`src/rtl/core/twwa_pkg.sv`:
```
// ----------------------------------------------------------------------------
// twwa_pkg
// shared types, constants and codes of the time weighted window averager
// ----------------------------------------------------------------------------
`default_nettype none

package twwa_pkg;

    localparam int STORE_DEPTH = 64;
    localparam int ADDR_W      = $clog2(STORE_DEPTH);
    localparam int CNT_W       = ADDR_W + 1;

    localparam int TIME_W  = 32;
    localparam int RATE_W  = 16;
    localparam int ENTRY_W = TIME_W + RATE_W + 1;
    localparam int ACC_W   = TIME_W + RATE_W + 1;
    localparam int DUR_W   = TIME_W + 1;
    localparam int FRAC_W  = 17;
    localparam int QUOT_W  = 16;
    localparam int DCNT_W  = $clog2(QUOT_W);

    localparam int CFG_IDX_W  = 2;
    localparam int CFG_DATA_W = 32;

    localparam logic [CFG_IDX_W-1:0] CFG_WINDOW_LENGTH = 2'd0;
    localparam logic [CFG_IDX_W-1:0] CFG_MAX_AGE       = 2'd1;
    localparam logic [CFG_IDX_W-1:0] CFG_REF_START     = 2'd2;
    localparam logic [CFG_IDX_W-1:0] CFG_REF_RELAXED   = 2'd3;

    localparam logic [FRAC_W-1:0] FRAC_ONE = 17'h10000;
    localparam logic [RATE_W:0]   ONE_BPM  = 17'd256;

    typedef enum logic [1:0] {
        ACT_START  = 2'd0,
        ACT_STOP   = 2'd1,
        ACT_RECORD = 2'd2,
        ACT_QUERY  = 2'd3
    } t_action;

    typedef enum logic [4:0] {
        ST_IDLE,
        ST_DISPATCH,
        ST_REC_RD,
        ST_REC_CHK,
        ST_REC_WR,
        ST_PR_RD,
        ST_PR_CHK,
        ST_Q_RD,
        ST_Q_CHK,
        ST_WALK,
        ST_FLUSH,
        ST_DRAIN,
        ST_COV,
        ST_COV_WAIT,
        ST_MUL_TOP,
        ST_MUL_DEN,
        ST_SC_INIT,
        ST_SC_WAIT,
        ST_DONE
    } t_state;

    typedef enum logic [3:0] {
        OP_NONE,
        OP_LOAD,
        OP_START,
        OP_STOP,
        OP_RD_LAST,
        OP_REC_WR,
        OP_RD_SECOND,
        OP_DROP,
        OP_LAST_CAP,
        OP_WALK,
        OP_FLUSH,
        OP_COV_INIT,
        OP_MUL_TOP,
        OP_MUL_DEN,
        OP_SC_INIT,
        OP_DONE
    } t_op;

    typedef struct packed {
        t_op op;
    } t_cmd;

    typedef struct packed {
        t_action action;
        logic    rec_allowed;
        logic    running;
        logic    count_zero;
        logic    count_gt1;
        logic    rec_ok;
        logic    prune_hit;
        logic    last_future;
        logic    walk_done;
        logic    pipe_busy;
        logic    div_busy;
        logic    score_ok;
    } t_status;

endpackage

`default_nettype wire

```
`src/rtl/core/twwa_ctrl.sv`:
```
// ----------------------------------------------------------------------------
// twwa_ctrl
// sequencer for start, stop, record, prune, window walk and the two divisions
// ----------------------------------------------------------------------------
`default_nettype none

module twwa_ctrl (
    input  wire logic             i_clk,
    input  wire logic             i_rst_n,
    input  wire logic             start,
    output logic                  busy,
    input  wire twwa_pkg::t_status i_status,
    output twwa_pkg::t_cmd        o_cmd
);
    import twwa_pkg::*;

    t_state r_state;
    t_state n_state;

    always_ff @(posedge i_clk) begin
        if (!i_rst_n) begin
            r_state <= ST_IDLE;
        end else begin
            r_state <= n_state;
        end
    end

    always_comb begin
        n_state  = r_state;
        o_cmd.op = OP_NONE;
        busy     = (r_state != ST_IDLE);
        unique case (r_state)
            ST_IDLE: begin
                if (start) begin
                    o_cmd.op = OP_LOAD;
                    n_state  = ST_DISPATCH;
                end
            end
            ST_DISPATCH: begin
                unique case (i_status.action)
                    ACT_START: begin
                        o_cmd.op = OP_START;
                        n_state  = ST_DONE;
                    end
                    ACT_STOP: begin
                        o_cmd.op = OP_STOP;
                        n_state  = ST_DONE;
                    end
                    ACT_RECORD: begin
                        if (!i_status.rec_allowed) begin
                            n_state = ST_DONE;
                        end else if (i_status.count_zero) begin
                            n_state = ST_REC_WR;
                        end else begin
                            n_state = ST_REC_RD;
                        end
                    end
                    default: begin
                        n_state = i_status.running ? ST_PR_RD : ST_DONE;
                    end
                endcase
            end
            ST_REC_RD: begin
                o_cmd.op = OP_RD_LAST;
                n_state  = ST_REC_CHK;
            end
            ST_REC_CHK: begin
                n_state = i_status.rec_ok ? ST_REC_WR : ST_DONE;
            end
            ST_REC_WR: begin
                o_cmd.op = OP_REC_WR;
                n_state  = ST_PR_RD;
            end
            ST_PR_RD: begin
                if (i_status.count_gt1) begin
                    o_cmd.op = OP_RD_SECOND;
                    n_state  = ST_PR_CHK;
                end else if (i_status.action == ACT_QUERY && !i_status.count_zero) begin
                    n_state = ST_Q_RD;
                end else begin
                    n_state = ST_DONE;
                end
            end
            ST_PR_CHK: begin
                if (i_status.prune_hit) begin
                    o_cmd.op = OP_DROP;
                    n_state  = ST_PR_RD;
                end else if (i_status.action == ACT_QUERY) begin
                    n_state = ST_Q_RD;
                end else begin
                    n_state = ST_DONE;
                end
            end
            ST_Q_RD: begin
                o_cmd.op = OP_RD_LAST;
                n_state  = ST_Q_CHK;
            end
            ST_Q_CHK: begin
                o_cmd.op = OP_LAST_CAP;
                n_state  = i_status.last_future ? ST_DONE : ST_WALK;
            end
            ST_WALK: begin
                o_cmd.op = OP_WALK;
                if (i_status.walk_done) begin
                    n_state = ST_FLUSH;
                end
            end
            ST_FLUSH: begin
                o_cmd.op = OP_FLUSH;
                n_state  = ST_DRAIN;
            end
            ST_DRAIN: begin
                if (!i_status.pipe_busy) begin
                    n_state = ST_COV;
                end
            end
            ST_COV: begin
                o_cmd.op = OP_COV_INIT;
                n_state  = ST_COV_WAIT;
            end
            ST_COV_WAIT: begin
                if (!i_status.div_busy) begin
                    n_state = i_status.score_ok ? ST_MUL_TOP : ST_DONE;
                end
            end
            ST_MUL_TOP: begin
                o_cmd.op = OP_MUL_TOP;
                n_state  = ST_MUL_DEN;
            end
            ST_MUL_DEN: begin
                o_cmd.op = OP_MUL_DEN;
                n_state  = ST_SC_INIT;
            end
            ST_SC_INIT: begin
                o_cmd.op = OP_SC_INIT;
                n_state  = ST_SC_WAIT;
            end
            ST_SC_WAIT: begin
                if (!i_status.div_busy) begin
                    n_state = ST_DONE;
                end
            end
            ST_DONE: begin
                o_cmd.op = OP_DONE;
                n_state  = ST_IDLE;
            end
            default: begin
                n_state = ST_IDLE;
            end
        endcase
    end

endmodule

`default_nettype wire

```
`config.mk`:
```
export PLATFORM = sky130hd
export DESIGN_NAME = twwa_ctrl
export DESIGN_NICKNAME = d
export VERILOG_FILES = /design/src/rtl/core/twwa_pkg.sv /design/src/rtl/core/twwa_ctrl.sv
export SDC_FILE = /design/constraint.sdc
export NUM_CORES = 1
export LEC_CHECK = 0
export BUFFER_PORTS_ARGS = -buffer_cell sky130_fd_sc_hd__buf_2
export CAP_MARGIN = 40
export CORE_MARGIN = 5
export CORE_UTILIZATION = 53
export DETAILED_ROUTE_END_ITERATION = 12
export PLACE_DENSITY = 0.79
export SYNTH_ARGS = -nofsm -noshare
export SYNTH_HDL_FRONTEND = slang
export SYNTH_SLANG_ARGS = --single-unit
```
`constraint.sdc`:
```
create_clock -name i_clk -period 1.8 [get_ports i_clk]
set_input_delay 0 -clock i_clk [delete_from_list [all_inputs] [get_ports i_clk]]
set_output_delay 0 -clock i_clk [all_outputs]
set_load 0.005 [all_outputs]
```
==> metrics.md <==
| Metric | Value |
|---|---|
| Outcome | completed |
| Critical-path top delay cell | dfxtp_1 |
| Std-Cell Core Area | 1670 sq um |
| Share of the synthesized area in the top cell type | 0.111 |
| Clk Latency, worst-skew pair | roughly 0.26 ns |
| Initial DRC count | 71 |
| Warnings from Yosys | 0 |
| Largest Register | r_state |
| Pin count of the biggest net entering global routing | 16 |
| Clock Path Buffers | 2 |
| Worst-path clk slew | 0.05 ns |
| Dpl hpwl | 2060 microns |
| Synth area leaders | dfxtp_1 (11%), a21oi_1 (5.5%), o21ai_0 (5.0%) |
| Post-Synthesis Cells | 131 |
| Cells along the critical path | buf_4 -> or2_2 -> or4_1 -> buf_2 |
| Global-route usage over all layers | 0.217 |
| Most common library cells after synthesis | a21oi_1 (10), nand2_1 (9), o21ai_0 (9) |
| WL final | 2670 microns |
| Antenna cells | 0 |
| Share of layout cells above drive strength 1 | 0.296 |
| Post-Route Setup TNS | 0 ns |
| DR DRC count | 0 |
| Crit Path Class | flop to output pin |
| Die width | 51.3 microns |
| Worst setup margin | 0.0957 ns |
| Initial antenna violation count | 0 |
| Final min period | between 1.5 and 2 ns |
| CP Max Fanout | 10 |
| Post-CTS Setup Repair Bufs | 0 |
| Die footprint | 2630 sq um |
| Syn nets | 147 |
| Final #Nets | ~170 |
| Worst setup EP type | output pin |
| Yosys cell types | 49 |
| Std cell rows | 15 |
| Fin Clk Skew | about 0.0075 ns |
| Fmax | between 500 and 600 MHz |
| HP Class | primary input to flop |
| Part of the cycle the worst path needs | 0.947 |
| Largest regs | r_state (5) |
| Total grt overflow | 0 |
| Max cap viols | 0 |
| DR vias/cell | 6.62 |
| Root Buffer | clkbuf_4 |
| Area leader, netlist | dfxtp_1 |
| Most frequent cell after synthesis | a21oi_1 |
| RSZ-0062 raised after global routing | no |
| Placed Area | approximately 1000 sq um |
| Finished Cell Area | about 1100 sq um |
| Num CTS Buffers | 3 |
| Share of synthesized registers carrying an async set or reset | 0 |
| Power per cell area | 976 nW/um^2 |
| WL/cell | 15.8 microns |
| Nature of the critical path startpoint | flop |
| I/O Buffers | 20 |
| Via count | 1119 |
| Final setup violation count | 0 |
| Clock Sinks | 5 |
| Initial Util | 0.540 |
| Seq cells post-synth | 5 |
| Top_reg_cell synth | dfxtp_1 |
| First-pass GRT wire length | between 4000 and 5000 microns |
| Die Ht | 51.3 microns |
| Routability-driven placement congestion ratio | 0.937 |
| Slew HR | 0.710 |
| Arr. time, crit path | 1.70 ns |
| CP required | between 1.5 and 2 ns |
| P&R area growth vs syn | 20.0% |
| H-tree Lvls | 1 |
| Final hold violation count | 0 |
| Crit-path max cell delay | roughly 0.39 ns |
| I/O pins | 21 |
| First drt pass iteration count | 6 |
| Worst slew pin tran | 0.431 ns |
| Post-Syn Area | 902 sq um |
| Leakage Power | 0.484 nW |
| Maximum VDD drop | approximately 0.47 mV |
| CTS tree | yes |
| Vias in the first global route | approximately 1000 |
| Sequential element share of the synthesized area | 0.111 |
| Number of synthesized flops with an enable pin | 0 |
| Final ANT Viol Nets | 0 |
| Number of flip-flops in the largest register | 5 |
| Finished Core Util | 0.648 |
| Pins Over Slew Limit | 0 |
| Pre-CTS setup slack | 0.137 ns |
| Avg Cell Area, Syn | 6.89 sq um |
## timing repair
action                                  in CTS  in global routing
endpoints found under the setup margin       3                  3
hold buffers                                 0                  0
cloned                                       0                  0
gates resized for setup                      5                  7
pin swaps                                    0                  1
## cell usage in the layout, fill, tap and decap left out, types with 5 or more instances in the layout
master and n:
nor2b_1 5, buf_4 7, nand4_1 6, o21ai_0 9, nor2_1 8, nor3_1 6
inv_1 5, nand2_1 9, nand2b_1 5, a21oi_1 10, buf_2 20
## final timing paths
path	endpoint	slack (ns)	cells past startpoint	startpoint
max	busy	0.1	4	r_state[4]$_SDFFE_PN0P_
min	r_state[0]$_SDFFE_PN0P_	0.02	2	i_rst_n
max reg2reg	r_state[1]$_SDFFE_PN0P_	0.17	5	r_state[1]$_SDFFE_PN0P_
min reg2reg	r_state[1]$_SDFFE_PN0P_	0.58	2	r_state[1]$_SDFFE_PN0P_
## logic make-up after synthesis
kind of cell    count (synthesis)  share of synthesized area
simple gates                   61                      0.393
compound gates                 43                      0.338
buf+inv                        17                     0.0985
flops                           5                      0.111
mux                             4                     0.0499
xor+xnor                        1                    0.00971
## routing by layer
layer / vias up / global-route usage / wire, microns
li1: 541 / - / -
met1: 521 / 0.284 / 1140
met2: 50 / 0.345 / 1230
met3: 7 / 0.0350 / 231
met4: 0 / 0.100 / 60
met5: - / 0 / 0
## through the flow
stage | total power, mW | hold WS (ns) | cells
after global routing | 1.15 | 0.0212 | 169
after detailed placement | 0.870 | 0.281 | 165
after CTS | 1.02 | 0.0131 | 169
after floorplan | 0.686 | 0.148 | 131
after global placement | 0.851 | 0.262 | 165
final | 1.06 | 0.0242 | 169
## worst max-delay path, delay by kind of cell (launching register included)
family	cells	cell delay, ns
simple gates	2	0.72
buf+inv	2	0.33
flops	1	0.39
## final cells by class
cell class              count  area, sq um
clock buffers               4         26.3
fillers                   149          588
inverters                   5         18.8
multi-input cells         109          733
flip-flops and latches      5          108
well taps                  17         21.3
repair buffers             29          175
## report_power, final
| group | switching, mW | internal (mW) |
|---|---|---|
| clock | 0.0618 | 0.0849 |
| combinational | 0.370 | 0.344 |
| sequential | 0.0554 | 0.141 |
(Power assumes the default switching activity.)
